$ cat config.mk
export PLATFORM = sky130hd
export DESIGN_NAME = decimal_text_number_parser_flat
export DESIGN_NICKNAME = d
export VERILOG_FILES = /design/src/dtnp_pkg.sv /design/src/dtnp_req_if.sv /design/src/dtnp_rsp_if.sv /design/src/dtnp_front.sv /design/src/dtnp_back.sv /design/src/decimal_text_number_parser.sv /design/src/flat_wrapper.sv
export VERILOG_INCLUDE_DIRS = /design/src /design/src/src
export SDC_FILE = /design/constraint.sdc
export NUM_CORES = 1
export LEC_CHECK = 0
export ABC_AREA = 1
export BUFFER_PORTS_ARGS = -buffer_cell sky130_fd_sc_hd__buf_2
export CELL_PAD_IN_SITES_DETAIL_PLACEMENT = 1
export CELL_PAD_IN_SITES_GLOBAL_PLACEMENT = 2
export CORE_UTILIZATION = 35
export DETAILED_ROUTE_END_ITERATION = 10
export GPL_ROUTABILITY_DRIVEN = 1
export GPL_TIMING_DRIVEN = 0
export PLACE_DENSITY = 0.83
export SETUP_SLACK_MARGIN = 0.02
export SYNTH_ARGS = -nofsm -noshare
export SYNTH_HDL_FRONTEND = slang
export SYNTH_SLANG_ARGS = --single-unit
$ cat constraint.sdc
create_clock -name clock -period 3.7 [get_ports clock]
set_input_delay 0.74 -clock clock [delete_from_list [all_inputs] [get_ports clock]]
set_output_delay 0.74 -clock clock [all_outputs]
set_load 0.03 [all_outputs]
$ cat src/decimal_text_number_parser_macros.svh
// Assertion macros shared by the decimal text number parser RTL.
// Each macro expands to one labeled concurrent assertion clocked on the rising edge.
`ifndef DECIMAL_TEXT_NUMBER_PARSER_MACROS_SVH
`define DECIMAL_TEXT_NUMBER_PARSER_MACROS_SVH

// Consequent must hold in the same cycle as the antecedent.
`define DTNP_ASSERT_NOW(label, clk, rst, ante, cons, msg) \
   label: assert property (@(posedge clk) disable iff (rst) (ante) |-> (cons)) \
      else $error(msg);

// Consequent must hold in the cycle after the antecedent.
`define DTNP_ASSERT_NEXT(label, clk, rst, ante, cons, msg) \
   label: assert property (@(posedge clk) disable iff (rst) (ante) |=> (cons)) \
      else $error(msg);

`endif

$ cat src/dtnp_pkg.sv
// Shared types and constants of the decimal text number parser.
// No dependencies; every other file of the block but the macro header imports this package.
package dtnp_pkg;

   localparam int CHAR_W             = 8;
   localparam int TYPE_W             = 3;
   localparam int STATUS_W           = 3;
   localparam int ACC_W              = 34;
   localparam int VAL_W              = 35;
   localparam int FRAC_W             = 4;
   localparam int MAX_DIGITS_DEFAULT = 10;
   localparam int QUEUE_DEPTH        = 2;
   localparam int CSR_ADDR_W         = 3;
   localparam int CSR_IDX_W          = CSR_ADDR_W - 2;
   localparam int CSR_DATA_W         = 32;

   localparam logic [CSR_IDX_W-1:0] CSR_VALUE_TYPE = '0;

   // Magnitude limits of the integer target types.
   localparam logic [ACC_W-1:0] U8_MAX  = 34'd255;
   localparam logic [ACC_W-1:0] U16_MAX = 34'd65535;
   localparam logic [ACC_W-1:0] U32_MAX = 34'd4294967295;
   localparam logic [ACC_W-1:0] I8_POS  = 34'd127;
   localparam logic [ACC_W-1:0] I8_NEG  = 34'd128;
   localparam logic [ACC_W-1:0] I16_POS = 34'd32767;
   localparam logic [ACC_W-1:0] I16_NEG = 34'd32768;
   localparam logic [ACC_W-1:0] I32_POS = 34'd2147483647;
   localparam logic [ACC_W-1:0] I32_NEG = 34'd2147483648;

   typedef enum logic [STATUS_W-1:0] {
      ST_OK, ST_BAD_CHAR, ST_TOO_LONG, ST_POINT_INT,
      ST_MINUS_UNS, ST_HEX, ST_BIN, ST_RANGE
   } status_type;

   typedef enum logic [TYPE_W-1:0] {
      VT_BOOL, VT_U8, VT_U16, VT_U32, VT_I8, VT_I16, VT_I32, VT_REAL
   } vtype_type;

   localparam vtype_type VALUE_TYPE_RESET = VT_U8;

   typedef enum logic [2:0] {
      CC_SKIP, CC_ZERO, CC_DIGIT, CC_HEX_X, CC_BIN_B, CC_POINT, CC_MINUS, CC_OTHER
   } char_class_type;

   // One classified character as it travels from the front to the back.
   typedef struct packed {
      char_class_type cls;
      logic [3:0]     digit;
      logic           bool_false;
      logic           bool_true;
      logic           last;
      vtype_type      vtype;
   } entry_type;

endpackage

$ cat src/dtnp_req_if.sv
// Input character channel of the decimal text number parser.
// Depends on dtnp_pkg for the field widths.
interface dtnp_req_if import dtnp_pkg::*; ();
   logic              valid;
   logic              ready;
   logic [CHAR_W-1:0] char_code;
   logic              line_end;

   modport source (output valid, output char_code, output line_end, input ready);
   modport sink (input valid, input char_code, input line_end, output ready);
endinterface

$ cat src/dtnp_rsp_if.sv
// Result channel of the decimal text number parser.
// Depends on dtnp_pkg for the field widths.
interface dtnp_rsp_if import dtnp_pkg::*; ();
   logic                    valid;
   logic                    ready;
   logic [STATUS_W-1:0]     status;
   logic signed [VAL_W-1:0] number_value;
   logic [FRAC_W-1:0]       fraction_digits;
   logic                    bool_result;

   modport source (output valid, output status, output number_value,
                   output fraction_digits, output bool_result, input ready);
   modport sink (input valid, input status, input number_value,
                 input fraction_digits, input bool_result, output ready);
endinterface

$ cat src/dtnp_front.sv
// Front end: accepts characters, classifies them and queues them for the back end.
// Depends on dtnp_pkg, dtnp_req_if and the assertion macro header.
`include "decimal_text_number_parser_macros.svh"

module dtnp_front import dtnp_pkg::*; (
   input  logic       clock,
   input  logic       reset,
   dtnp_req_if.sink   req,
   input  vtype_type  value_type,
   output entry_type  head,
   output logic       head_valid,
   input  logic       pop
);

   localparam int PTR_W = (QUEUE_DEPTH > 1) ? $clog2(QUEUE_DEPTH) : 1;
   localparam int CNT_W = $clog2(QUEUE_DEPTH + 1);

   localparam logic [CHAR_W-1:0] CH_SPACE = 8'h20;
   localparam logic [CHAR_W-1:0] CH_APOS  = 8'h27;
   localparam logic [CHAR_W-1:0] CH_COMMA = 8'h2c;
   localparam logic [CHAR_W-1:0] CH_MINUS = 8'h2d;
   localparam logic [CHAR_W-1:0] CH_POINT = 8'h2e;
   localparam logic [CHAR_W-1:0] CH_ZERO  = 8'h30;
   localparam logic [CHAR_W-1:0] CH_ONE   = 8'h31;
   localparam logic [CHAR_W-1:0] CH_NINE  = 8'h39;
   localparam logic [CHAR_W-1:0] CH_UP_B  = 8'h42;
   localparam logic [CHAR_W-1:0] CH_UP_F  = 8'h46;
   localparam logic [CHAR_W-1:0] CH_UP_T  = 8'h54;
   localparam logic [CHAR_W-1:0] CH_LO_F  = 8'h66;
   localparam logic [CHAR_W-1:0] CH_LO_T  = 8'h74;
   localparam logic [CHAR_W-1:0] CH_LO_X  = 8'h78;

   entry_type         queue_ff [QUEUE_DEPTH];
   logic [PTR_W-1:0]  wr_ptr_ff, wr_ptr_in;
   logic [PTR_W-1:0]  rd_ptr_ff, rd_ptr_in;
   logic [CNT_W-1:0]  count_ff, count_in;
   entry_type         new_entry;
   logic              push;

   always_comb begin
      new_entry            = '0;
      new_entry.digit      = req.char_code[3:0];
      new_entry.last       = req.line_end;
      new_entry.vtype      = value_type;
      new_entry.bool_false = (req.char_code == CH_ZERO) || (req.char_code == CH_LO_F)
                             || (req.char_code == CH_UP_F);
      new_entry.bool_true  = (req.char_code == CH_ONE) || (req.char_code == CH_LO_T)
                             || (req.char_code == CH_UP_T);
      case (req.char_code)
         CH_SPACE, CH_APOS:  new_entry.cls = CC_SKIP;
         CH_ZERO:            new_entry.cls = CC_ZERO;
         CH_LO_X:            new_entry.cls = CC_HEX_X;
         CH_UP_B:            new_entry.cls = CC_BIN_B;
         CH_POINT, CH_COMMA: new_entry.cls = CC_POINT;
         CH_MINUS:           new_entry.cls = CC_MINUS;
         default: begin
            if ((req.char_code >= CH_ONE) && (req.char_code <= CH_NINE)) begin
               new_entry.cls = CC_DIGIT;
            end else begin
               new_entry.cls = CC_OTHER;
            end
         end
      endcase
   end

   assign req.ready  = (count_ff != CNT_W'(QUEUE_DEPTH));
   assign push       = req.valid && req.ready;
   assign head       = queue_ff[rd_ptr_ff];
   assign head_valid = (count_ff != '0);

   always_comb begin
      wr_ptr_in = wr_ptr_ff;
      rd_ptr_in = rd_ptr_ff;
      count_in  = count_ff;
      if (push) begin
         wr_ptr_in = (wr_ptr_ff == PTR_W'(QUEUE_DEPTH - 1)) ? '0 : wr_ptr_ff + PTR_W'(1);
      end
      if (pop) begin
         rd_ptr_in = (rd_ptr_ff == PTR_W'(QUEUE_DEPTH - 1)) ? '0 : rd_ptr_ff + PTR_W'(1);
      end
      case ({push, pop})
         2'b10:   count_in = count_ff + CNT_W'(1);
         2'b01:   count_in = count_ff - CNT_W'(1);
         default: count_in = count_ff;
      endcase
   end

   always_ff @(posedge clock) begin
      if (reset) begin
         wr_ptr_ff <= '0;
         rd_ptr_ff <= '0;
         count_ff  <= '0;
      end else begin
         wr_ptr_ff <= wr_ptr_in;
         rd_ptr_ff <= rd_ptr_in;
         count_ff  <= count_in;
      end
   end

   always_ff @(posedge clock) begin
      if (push) begin
         queue_ff[wr_ptr_ff] <= new_entry;
      end
   end

   `DTNP_ASSERT_NOW(a_queue_bound, clock, reset, 1'b1, count_ff <= CNT_W'(QUEUE_DEPTH), "queue count beyond depth")

endmodule

$ cat src/dtnp_back.sv
// Back end: applies queued characters to the line state and forms the line result.
// Depends on dtnp_pkg, dtnp_rsp_if and the assertion macro header.
`include "decimal_text_number_parser_macros.svh"

module dtnp_back import dtnp_pkg::*; #(
   parameter int MAX_DIGITS = MAX_DIGITS_DEFAULT
) (
   input  logic       clock,
   input  logic       reset,
   input  entry_type  head,
   input  logic       head_valid,
   output logic       pop,
   dtnp_rsp_if.source rsp
);

   localparam int DC_W = $clog2(MAX_DIGITS + 1);
   localparam logic [DC_W-1:0] MAX_DC = DC_W'(MAX_DIGITS);

   // Line state as it stands after the last character of a line.
   typedef struct packed {
      vtype_type        vtype;
      status_type       err;
      logic [ACC_W-1:0] acc;
      logic             neg;
      logic             point;
      logic [DC_W-1:0]  dc;
      logic [DC_W-1:0]  unit;
      logic             blatch;
   } snap_type;

   status_type       err_ff, err_in, upd_err;
   logic [DC_W-1:0]  dc_ff, dc_in, upd_dc;
   logic [ACC_W-1:0] acc_ff, acc_in, upd_acc;
   logic             neg_ff, neg_in, upd_neg;
   logic             point_ff, point_in, upd_point;
   logic             lz_ff, lz_in, upd_lz;
   logic [DC_W-1:0]  unit_ff, unit_in, upd_unit;
   logic             first_ff, first_in, upd_first;
   logic             blatch_ff, blatch_in, upd_blatch;

   logic             fin_valid_ff, fin_valid_in;
   snap_type         fin_ff, fin_in;

   logic             rsp_valid_ff, rsp_valid_in;
   status_type       status_ff, status_in;
   logic [VAL_W-1:0] value_ff, value_in;
   logic [FRAC_W-1:0] frac_ff, frac_in;
   logic             bres_ff, bres_in;

   logic             out_free, fin_free, fin_adv, line_done;
   logic             is_real, is_uns, range_ok;

   assign out_free  = !rsp_valid_ff || rsp.ready;
   assign fin_adv   = fin_valid_ff && out_free;
   assign fin_free  = !fin_valid_ff || out_free;
   assign pop       = head_valid && (!head.last || fin_free);
   assign line_done = pop && head.last;

   assign is_real = (head.vtype == VT_REAL);
   assign is_uns  = (head.vtype == VT_U8) || (head.vtype == VT_U16) || (head.vtype == VT_U32);

   // Effect of the head character on the line state.
   always_comb begin
      upd_err    = err_ff;
      upd_dc     = dc_ff;
      upd_acc    = acc_ff;
      upd_neg    = neg_ff;
      upd_point  = point_ff;
      upd_lz     = lz_ff;
      upd_unit   = unit_ff;
      upd_first  = 1'b0;
      upd_blatch = blatch_ff;
      if (head.vtype == VT_BOOL) begin
         upd_first = first_ff;
         if (first_ff) begin
            upd_first = 1'b0;
            if (head.bool_false) begin
               upd_blatch = 1'b0;
            end else if (head.bool_true) begin
               upd_blatch = 1'b1;
            end else begin
               upd_err = ST_BAD_CHAR;
            end
         end
      end else if (err_ff == ST_OK) begin
         case (head.cls)
            CC_SKIP: begin
            end
            CC_HEX_X: begin
               upd_err = (dc_ff == '0 && lz_ff) ? ST_HEX : ST_BAD_CHAR;
            end
            CC_BIN_B: begin
               upd_err = ST_BIN;
            end
            CC_POINT: begin
               if (point_ff) begin
                  upd_err = ST_BAD_CHAR;
               end else if (!is_real) begin
                  upd_err = ST_POINT_INT;
               end else begin
                  upd_point = 1'b1;
                  upd_unit  = dc_ff;
               end
            end
            CC_MINUS: begin
               if (neg_ff || dc_ff != '0) begin
                  upd_err = ST_BAD_CHAR;
               end else if (is_uns) begin
                  upd_err = ST_MINUS_UNS;
               end else begin
                  upd_neg = 1'b1;
               end
            end
            CC_ZERO, CC_DIGIT: begin
               // A zero before any digit and before the point is only noted.
               if (head.cls == CC_ZERO && dc_ff == '0 && !point_ff) begin
                  upd_lz = 1'b1;
               end else if (dc_ff >= MAX_DC) begin
                  upd_err = ST_TOO_LONG;
               end else begin
                  upd_acc = (acc_ff << 3) + (acc_ff << 1) + ACC_W'(head.digit);
                  upd_dc  = dc_ff + DC_W'(1);
               end
            end
            default: begin
               upd_err = ST_BAD_CHAR;
            end
         endcase
      end
   end

   always_comb begin
      err_in    = err_ff;
      dc_in     = dc_ff;
      acc_in    = acc_ff;
      neg_in    = neg_ff;
      point_in  = point_ff;
      lz_in     = lz_ff;
      unit_in   = unit_ff;
      first_in  = first_ff;
      blatch_in = blatch_ff;
      if (line_done) begin
         err_in    = ST_OK;
         dc_in     = '0;
         acc_in    = '0;
         neg_in    = 1'b0;
         point_in  = 1'b0;
         lz_in     = 1'b0;
         unit_in   = '0;
         first_in  = 1'b1;
         blatch_in = 1'b0;
      end else if (pop) begin
         err_in    = upd_err;
         dc_in     = upd_dc;
         acc_in    = upd_acc;
         neg_in    = upd_neg;
         point_in  = upd_point;
         lz_in     = upd_lz;
         unit_in   = upd_unit;
         first_in  = upd_first;
         blatch_in = upd_blatch;
      end
   end

   always_comb begin
      fin_in        = fin_ff;
      fin_valid_in  = fin_valid_ff;
      if (line_done) begin
         fin_in.vtype  = head.vtype;
         fin_in.err    = upd_err;
         fin_in.acc    = upd_acc;
         fin_in.neg    = upd_neg;
         fin_in.point  = upd_point;
         fin_in.dc     = upd_dc;
         fin_in.unit   = upd_unit;
         fin_in.blatch = upd_blatch;
         fin_valid_in  = 1'b1;
      end else if (fin_adv) begin
         fin_valid_in  = 1'b0;
      end
   end

   // Range check on the magnitude and sign; the real type takes any value.
   always_comb begin
      case (fin_ff.vtype)
         VT_U8:   range_ok = (!fin_ff.neg || fin_ff.acc == '0) && (fin_ff.acc <= U8_MAX);
         VT_U16:  range_ok = (!fin_ff.neg || fin_ff.acc == '0) && (fin_ff.acc <= U16_MAX);
         VT_U32:  range_ok = (!fin_ff.neg || fin_ff.acc == '0) && (fin_ff.acc <= U32_MAX);
         VT_I8:   range_ok = fin_ff.neg ? (fin_ff.acc <= I8_NEG) : (fin_ff.acc <= I8_POS);
         VT_I16:  range_ok = fin_ff.neg ? (fin_ff.acc <= I16_NEG) : (fin_ff.acc <= I16_POS);
         VT_I32:  range_ok = fin_ff.neg ? (fin_ff.acc <= I32_NEG) : (fin_ff.acc <= I32_POS);
         default: range_ok = 1'b1;
      endcase
   end

   always_comb begin
      status_in    = status_ff;
      value_in     = value_ff;
      frac_in      = frac_ff;
      bres_in      = bres_ff;
      rsp_valid_in = rsp_valid_ff;
      if (fin_adv) begin
         rsp_valid_in = 1'b1;
         status_in    = fin_ff.err;
         value_in     = '0;
         frac_in      = '0;
         bres_in      = 1'b0;
         if (fin_ff.err == ST_OK) begin
            if (fin_ff.vtype == VT_BOOL) begin
               bres_in = fin_ff.blatch;
            end else if (!range_ok) begin
               status_in = ST_RANGE;
            end else begin
               value_in = fin_ff.neg ? -{1'b0, fin_ff.acc} : {1'b0, fin_ff.acc};
               if (fin_ff.vtype == VT_REAL && fin_ff.point) begin
                  frac_in = FRAC_W'(fin_ff.dc - fin_ff.unit);
               end
            end
         end
      end else if (rsp.ready) begin
         rsp_valid_in = 1'b0;
      end
   end

   always_ff @(posedge clock) begin
      if (reset) begin
         err_ff       <= ST_OK;
         dc_ff        <= '0;
         acc_ff       <= '0;
         neg_ff       <= 1'b0;
         point_ff     <= 1'b0;
         lz_ff        <= 1'b0;
         unit_ff      <= '0;
         first_ff     <= 1'b1;
         blatch_ff    <= 1'b0;
         fin_valid_ff <= 1'b0;
         rsp_valid_ff <= 1'b0;
      end else begin
         err_ff       <= err_in;
         dc_ff        <= dc_in;
         acc_ff       <= acc_in;
         neg_ff       <= neg_in;
         point_ff     <= point_in;
         lz_ff        <= lz_in;
         unit_ff      <= unit_in;
         first_ff     <= first_in;
         blatch_ff    <= blatch_in;
         fin_valid_ff <= fin_valid_in;
         rsp_valid_ff <= rsp_valid_in;
      end
   end

   always_ff @(posedge clock) begin
      fin_ff    <= fin_in;
      status_ff <= status_in;
      value_ff  <= value_in;
      frac_ff   <= frac_in;
      bres_ff   <= bres_in;
   end

   assign rsp.valid           = rsp_valid_ff;
   assign rsp.status          = status_ff;
   assign rsp.number_value    = value_ff;
   assign rsp.fraction_digits = frac_ff;
   assign rsp.bool_result     = bres_ff;

   `DTNP_ASSERT_NEXT(a_line_clears, clock, reset, line_done, dc_ff == '0 && first_ff && err_ff == ST_OK, "line state not cleared after line end")
   `DTNP_ASSERT_NOW(a_err_payload_zero, clock, reset, rsp_valid_ff && status_ff != ST_OK, value_ff == '0 && frac_ff == '0 && !bres_ff, "error result carries a value")
   `DTNP_ASSERT_NOW(a_digit_bound, clock, reset, 1'b1, dc_ff <= MAX_DC && unit_ff <= dc_ff, "digit count out of bounds")

endmodule

$ cat src/decimal_text_number_parser.sv
// A line's last character passes the queue, the finished-line register and the result
// register before the result is valid. One character per cycle while the queue has
// room; the front classifies, the back end applies one queued character per cycle (a
// shift-add multiply by ten) unless the result side stalls, and the result stage holds
// one line. Reset (synchronous, active high) clears the queue, the line state and the
// result register; value_type returns to u8. The queue lets the front take characters
// while a finished result waits. Top level: configuration register, front end, back
// end. Depends on dtnp_pkg, dtnp_req_if, dtnp_rsp_if, dtnp_front and dtnp_back.
module decimal_text_number_parser import dtnp_pkg::*; #(
   parameter int MAX_DIGITS = MAX_DIGITS_DEFAULT
) (
   input  logic                  clock,
   input  logic                  reset,
   dtnp_req_if.sink              req_chan,
   dtnp_rsp_if.source            rsp_chan,
   input  logic                  csr_psel,
   input  logic                  csr_penable,
   input  logic                  csr_pwrite,
   input  logic [CSR_ADDR_W-1:0] csr_paddr,
   input  logic [CSR_DATA_W-1:0] csr_pwdata,
   output logic [CSR_DATA_W-1:0] csr_prdata,
   output logic                  csr_pready
);

   vtype_type value_type_ff, value_type_in;
   entry_type head;
   logic      head_valid;
   logic      pop;
   logic      csr_hit;

   assign csr_pready = 1'b1;
   assign csr_hit    = (csr_paddr[CSR_ADDR_W-1:2] == CSR_VALUE_TYPE);
   assign csr_prdata = csr_hit ? CSR_DATA_W'(value_type_ff) : '0;

   always_comb begin
      value_type_in = value_type_ff;
      if (csr_psel && csr_penable && csr_pwrite && csr_pready && csr_hit) begin
         value_type_in = vtype_type'(csr_pwdata[TYPE_W-1:0]);
      end
   end

   always_ff @(posedge clock) begin
      if (reset) begin
         value_type_ff <= VALUE_TYPE_RESET;
      end else begin
         value_type_ff <= value_type_in;
      end
   end

   dtnp_front u_front (
      .clock      (clock),
      .reset      (reset),
      .req        (req_chan),
      .value_type (value_type_ff),
      .head       (head),
      .head_valid (head_valid),
      .pop        (pop)
   );

   dtnp_back #(
      .MAX_DIGITS (MAX_DIGITS)
   ) u_back (
      .clock      (clock),
      .reset      (reset),
      .head       (head),
      .head_valid (head_valid),
      .pop        (pop),
      .rsp        (rsp_chan)
   );

endmodule

$ cat src/flat_wrapper.sv
// flat-port wrapper written by rule: the top's interface ports become plain ports
module decimal_text_number_parser_flat import dtnp_pkg::*;
#(
   parameter int MAX_DIGITS = MAX_DIGITS_DEFAULT
)
  (clock, reset, csr_psel, csr_penable, csr_pwrite, csr_paddr, csr_pwdata, csr_prdata, csr_pready, req_chan_valid, req_chan_char_code, req_chan_line_end, req_chan_ready, rsp_chan_valid, rsp_chan_status, rsp_chan_number_value, rsp_chan_fraction_digits, rsp_chan_bool_result, rsp_chan_ready);
  dtnp_req_if req_chan_i ();
  dtnp_rsp_if rsp_chan_i ();
  input  logic clock;
  input  logic reset;
  input  logic csr_psel;
  input  logic csr_penable;
  input  logic csr_pwrite;
  input  logic [CSR_ADDR_W-1:0] csr_paddr;
  input  logic [CSR_DATA_W-1:0] csr_pwdata;
  output logic [CSR_DATA_W-1:0] csr_prdata;
  output logic csr_pready;
  input wire logic [$bits(req_chan_i.valid)-1:0] req_chan_valid;
  input wire logic [$bits(req_chan_i.char_code)-1:0] req_chan_char_code;
  input wire logic [$bits(req_chan_i.line_end)-1:0] req_chan_line_end;
  output wire logic [$bits(req_chan_i.ready)-1:0] req_chan_ready;
  output wire logic [$bits(rsp_chan_i.valid)-1:0] rsp_chan_valid;
  output wire logic [$bits(rsp_chan_i.status)-1:0] rsp_chan_status;
  output wire logic [$bits(rsp_chan_i.number_value)-1:0] rsp_chan_number_value;
  output wire logic [$bits(rsp_chan_i.fraction_digits)-1:0] rsp_chan_fraction_digits;
  output wire logic [$bits(rsp_chan_i.bool_result)-1:0] rsp_chan_bool_result;
  input wire logic [$bits(rsp_chan_i.ready)-1:0] rsp_chan_ready;
  assign req_chan_i.valid = req_chan_valid;
  assign req_chan_i.char_code = req_chan_char_code;
  assign req_chan_i.line_end = req_chan_line_end;
  assign req_chan_ready = req_chan_i.ready;
  assign rsp_chan_valid = rsp_chan_i.valid;
  assign rsp_chan_status = rsp_chan_i.status;
  assign rsp_chan_number_value = rsp_chan_i.number_value;
  assign rsp_chan_fraction_digits = rsp_chan_i.fraction_digits;
  assign rsp_chan_bool_result = rsp_chan_i.bool_result;
  assign rsp_chan_i.ready = rsp_chan_ready;
  decimal_text_number_parser #(.MAX_DIGITS(MAX_DIGITS)) u_core (.clock(clock), .reset(reset), .req_chan(req_chan_i), .rsp_chan(rsp_chan_i), .csr_psel(csr_psel), .csr_penable(csr_penable), .csr_pwrite(csr_pwrite), .csr_paddr(csr_paddr), .csr_pwdata(csr_pwdata), .csr_prdata(csr_prdata), .csr_pready(csr_pready));
endmodule
* After elaboration in Yosys (flattened, before gate mapping)
Memories as Yosys holds them, arrays and structs flattened. A register that Yosys moved wholly into a read port is not among the register bits.
Cells that the tools add are included.
W data, S select, Z words.
** Storage, ports and cells
- Memory bits (writable) :: 26
- Memories kept :: 1
- Output and inout bits :: 78
- Input port bits :: 51
- Bits in registers :: 153
** Memories
- u_core.u_front.queue_ff :: words 2, width 13, read ports 1, clocked after Yosys merged registers in 1, write ports 1, RTL line dtnp_front.sv:33 : entry_type queue_ff [QUEUE_DEPTH];
** Operators by class
- Add/sub/neg operators :: 9
- Bitwise gates (word level) :: 6
- Eq/ne operators :: 33
- Reductions and logical operators :: 52
- Mux-type cells :: 64
- $lt $le $gt $ge :: 12
** Operators by type and width (number)
- $mux W34 :: 6
- $le A34 B16 Y1 const B :: 2
- $le A34 B32 Y1 const B :: 2
- $le A34 B8 Y1 const B :: 2
- $eq A8 B6 Y1 const B :: 7
- $mux W3 :: 17
- $eq A8 B7 Y1 const B :: 6
- $mux W4 :: 10
- $pmux W3 S6 :: 2
- $neg A34 Y35 :: 1
- $add A34 B34 Y34 :: 1
- $add A34 B4 Y34 :: 1
- $le A34 B15 Y1 const B :: 1
- $le A34 B31 Y1 const B :: 1
- $le A34 B7 Y1 const B :: 1
- $logic_not A34 Y1 :: 1
- $mux W1 :: 27
- $eq A3 B3 Y1 const B :: 8
- $eq A3 B2 Y1 const B :: 6
- $logic_and A1 B1 Y1 :: 15
- $logic_not A3 Y1 :: 5
- $logic_or A1 B1 Y1 :: 11
- $eq A3 B1 Y1 const B :: 3
- $ge A8 B6 Y1 const B :: 1
- other kinds (22) :: 39

* Depth between registers and ports, before layout
- Depth in word-level cells :: 8
- Gate-level depth with buffers :: 20
- Depth with buffers taken out :: 17

* By module
From an unflattened synthesis, not the netlist that was laid out.
** Unflattened totals
- Cell total of the unflattened synthesis :: 1483
- Area total of the unflattened synthesis :: 11597.4 um2
** By module, submodules not included
- dtnp_back :: area an instance 9728.1 um2, sequential area each 3863.7 um2, instances 1, cells an instance 1284
- dtnp_front :: area an instance 1452.6 um2, sequential area each 880.8 um2, instances 1, cells an instance 137
- decimal_text_number_parser :: area an instance 416.6 um2, sequential area each 60.1 um2, instances 1, cells an instance 62

* Least setup slack after synthesis
Ideal clock, no wire load.
- Kind :: input to register
- From :: in rsp_chan_ready
- To :: reg u_core.u_back.bres_ff, in the netlist u_core.u_back.rsp.bool_result, enable pin
- Setup slack :: 0.367 ns
- Data arrival time :: 2.875 ns
- Path buffers :: 0
- Stages :: 2
- Data required time :: 3.242 ns
- Cell sequence :: inv_1 > a21oi_1
** Between the ends
- Word-level cells in the longest chain between the ends :: 2
** Ends and longest elaborated chain
- start, declared :: RTL line flat_wrapper.sv:27 : input wire logic [$bits(rsp_chan_i.ready)-1:0] rsp_chan_ready;
- $logic_or A1 B1 Y1 :: RTL line dtnp_back.sv:53 : assign out_free = !rsp_valid_ff || rsp.ready;
- $logic_and A1 B1 Y1 :: RTL line dtnp_back.sv:54 : assign fin_adv = fin_valid_ff && out_free;
- via u_core.u_back.fin_adv :: RTL line dtnp_back.sv:50 : logic out_free, fin_free, fin_adv, line_done;
- end signal, assigned :: RTL line dtnp_back.sv:258 : bres_ff <= bres_in;
- end, declared :: RTL line dtnp_back.sv:48 : logic bres_ff, bres_in;
The timed path passes the listed nets, and every way through them passes these cells.
A chain may end at the register's enable or synchronous reset.

==> run summary <==
Synth top area share = 30.45%
initial antenna violation count = 0
Max IR drop VDD = 0.3946 mV
Yosys reg bits = 180
worst-case reg-to-reg path depth = 17
CTS tree = built
total leakage power = 6.736 nW
synthesized area per cell = 7.472 um2
CP top delay family = adder cells
I/O pins = 129
Crit path depth = 17
run status = finished clean
async set or reset register ratio after synthesis = 0%
chip width = 185.9 um
Worst setup EP type = register
CP arrival = 3.59 ns
Setup CP Type = reg -> reg
Critical R2R Capture = u_core.u_back.fin_ff[21]$_DFFE_PP_
pwr dens = 813.8 mW/mm2
CTS Root Cell = clkbuf_16
core area = 0.03287 mm2
Worst Hold Class = reg -> reg
largest net degree at the start of global routing = 38
Yosys warning count = 0
Final Hold Fails = 0
post-synth top area cell = edfxtp_1
XOR/XNOR Fraction of Synth Area = 3.626%
Post-Synthesis Cells = 1584
crit path to = u_core.u_back.fin_ff[21]$_DFFE_PP_
vias in the first global route = 10340
Post-synth EDFFs = 120
register clock-pin slew on the reported worst setup and hold paths = 0.07 ns
CTS Sinks = 180
slowest stage delay, CP = 0.41 ns
Cell Rows = 66
Layout area overhead = 14.10%
Cell Chain, Critical Path = buf_6, buf_6, buf_6, mux2_2, ha_1, ha_2, inv_1, fa_1, inv_1, nand3_1, nand3_2, nand2_1, nand2_1, xnor2_1, nand2_1, o21ai_0, inv_1
Worst-Skew Late Latency = 0.44 ns
Post-route DRC = 0
final wirelength = 35300 um
Vias/cell = 4.793
main combinational cell family by area after synthesis = simple AND/OR/NAND/NOR gates
Placer Congestion = 0.8741
Num CTS Buffers = 17
Post-Route Skew = 0.01055 ns
Tcrit/Tclk final = 92.02%
Die H = 185.9 um
via count = 10330
fin nets = 1825
Mapped Area = 0.01184 mm2
top_reg_cell synth = edfxtp_1
Initial Util = 36.01%
Remaining Overflow, GRT = 0
mux cell area share after synthesis = 0.4546%
Hold Crit Start = u_core.u_back.lz_ff$_SDFFE_PP0P_
antenna cells = 0
drt initial violations = 517
fmax = 293.7 MHz
most common cell after layout, fill and taps aside = nand2_1
first-pass GRT wire length = 55610 um
unrepaired setup endpoints after global routing = no
CTS Hold Bufs = 0
WP buf/inv = 6
register area share after synthesis = 40.60%
placed wire-length estimate = 29220 um
die footprint = 0.03455 mm2
share of layout cells above drive strength 1 = 10.68%
Synth Area in Simple Gates = 25.58%
Critical Path RT = 3.88 ns
crit-path max FO = 10
worst rel slew slack = 22.72%
Final min period = 3.405 ns
all-layer global routing usage = 21.24%
CTS max path bufs = 2
CTS resizes = 0
fin. max-slew vios = 0
Fin Hold WS = 0.4601 ns
wire length per cell = 16.38 um
number of max-cap violations = 0
setup slack, reg-to-reg = 0.30 ns
IO buf count = 67
Setup crit start kind = register
Compound-Gate Fraction of Synth Area = 9.377%
Synth Area in Adders = 8.014%
# fillers = 4162
CP max-delay cell = fa_1
DRT antenna net count = 0
Slew @ Worst Pin = 1.155 ns
Multi-input gate area = 0.005718 mm2
H-tree depth = 4
dominant cells by area after synthesis = edfxtp_1 (30%), nand2_1 (13%), dfxtp_1 (10%)
Pre-antenna DRT Iters = 5
Pwr Total = 10.99 mW
commonest cells after routing, fill and taps aside = nand2_1 (398), inv_1 (268), nor2_1 (196), edfxtp_1 (120), nand3_1 (91)
register area = 0.004805 mm2
Post-CTS Setup Repair Bufs = 0
Distinct cells, synth = 49
count of final setup violators = 0
==> how the worst min path moves through the flow <==
stage | cells past startpoint | endpoint | slack (ns)
after global routing | 2 | u_core.u_back.lz_ff$_SDFFE_PP0P_ | 0.47
after detailed placement | 2 | u_core.u_back.lz_ff$_SDFFE_PP0P_ | 0.45
after CTS | 2 | u_core.u_back.lz_ff$_SDFFE_PP0P_ | 0.46
after global placement | 1 | u_core.u_front.rd_ptr_ff$_SDFFE_PP0P_ | 0.44
after floorplan | 1 | register | 0.43
final | 2 | u_core.u_back.lz_ff$_SDFFE_PP0P_ | 0.46
==> flip-flops by register name, summed over array words and instances (netlist names), 2 cells and up, named ones only <==
signal / flops
u_core.value_type_ff: 3
u_core.u_back.rsp.status: 3
u_core.u_back.acc_ff: 34
u_core.u_back.err_ff: 3
u_core.u_back.rsp.number_value: 35
u_core.u_back.rsp.fraction_digits: 4
u_core.u_front.count_ff: 2
u_core.u_back.dc_ff: 4
u_core.u_back.unit_ff: 4
u_core.u_front.queue_ff: 26
u_core.u_back.fin_ff: 51
==> Yosys cell counts, drive strengths merged, types with 13 or more instances <==
cell    instances
nand3          96
nand2         402
xor2           37
nand4          13
ha             71
nor3           13
inv           272
buf            45
edfxtp        120
dfxtp          60
a21oi          81
o21ai          93
nor2          197
clkbuf         18
==> through the flow <==
step	worst slack [ns]	std cells	TNS [ns]	utilization (%)	cell area [um2]
final	0.2952	2155	0	41.09	13500
after global routing	0.05344	2155	0	41.09	13500
after CTS	0.1026	2155	0	41.01	13480
after detailed placement	0.1568	2123	0	39.19	12880
after global placement	-0.7916	2121	-33.76	39.03	12830
after floorplan	0.3671	1612	0	-	11940
==> layer usage <==
layer	share of wire [%]	track usage, %	wire length (um)	vias up
met1	49	28.93	17350	4904
met3	2.9	2.680	1038	35
met5	0	0	0	-
li1	-	-	-	5234
met4	1.4	4.852	490	0
met2	47	35.61	16420	156
==> cell families after synthesis <==
kind of cell,Yosys count
flops,180
xor+xnor,49
fa+ha+maj,74
other cells,2
buf+inv,336
mux,5
compound gates,198
simple gates,740
==> cell type report <==
class	instances	area share [%]
multi-input cells	1096	42.34
flip-flops and latches	180	35.58
inverters	273	7.588
well taps	442	4.095
clock buffers	18	3.252
plain buffers	63	3.178
repair buffers	69	2.780
clock inverters	14	1.186
==> worst register-to-register path, cell delays in order (launching register included) <==
cell     delay [ns]
dfxtp_1        0.33
buf_6          0.14
buf_6          0.15
buf_6          0.16
mux2_2         0.35
ha_1           0.29
ha_2           0.22
inv_1          0.06
fa_1           0.41
inv_1          0.13
nand3_1        0.09
nand3_2        0.13
nand2_1        0.07
nand2_1        0.11
xnor2_1        0.17
nand2_1        0.08
o21ai_0        0.15
inv_1          0.09
==> report_power, final <==
| part | leakage, nW | internal, mW | switching [mW] |
|---|---|---|---|
| logic | 4.83 | 1.80 | 3.79 |
| clock network | 0.296 | 0.980 | 0.868 |
| registers | 1.61 | 2.98 | 0.570 |
Power figures use the tool's default switching activity.
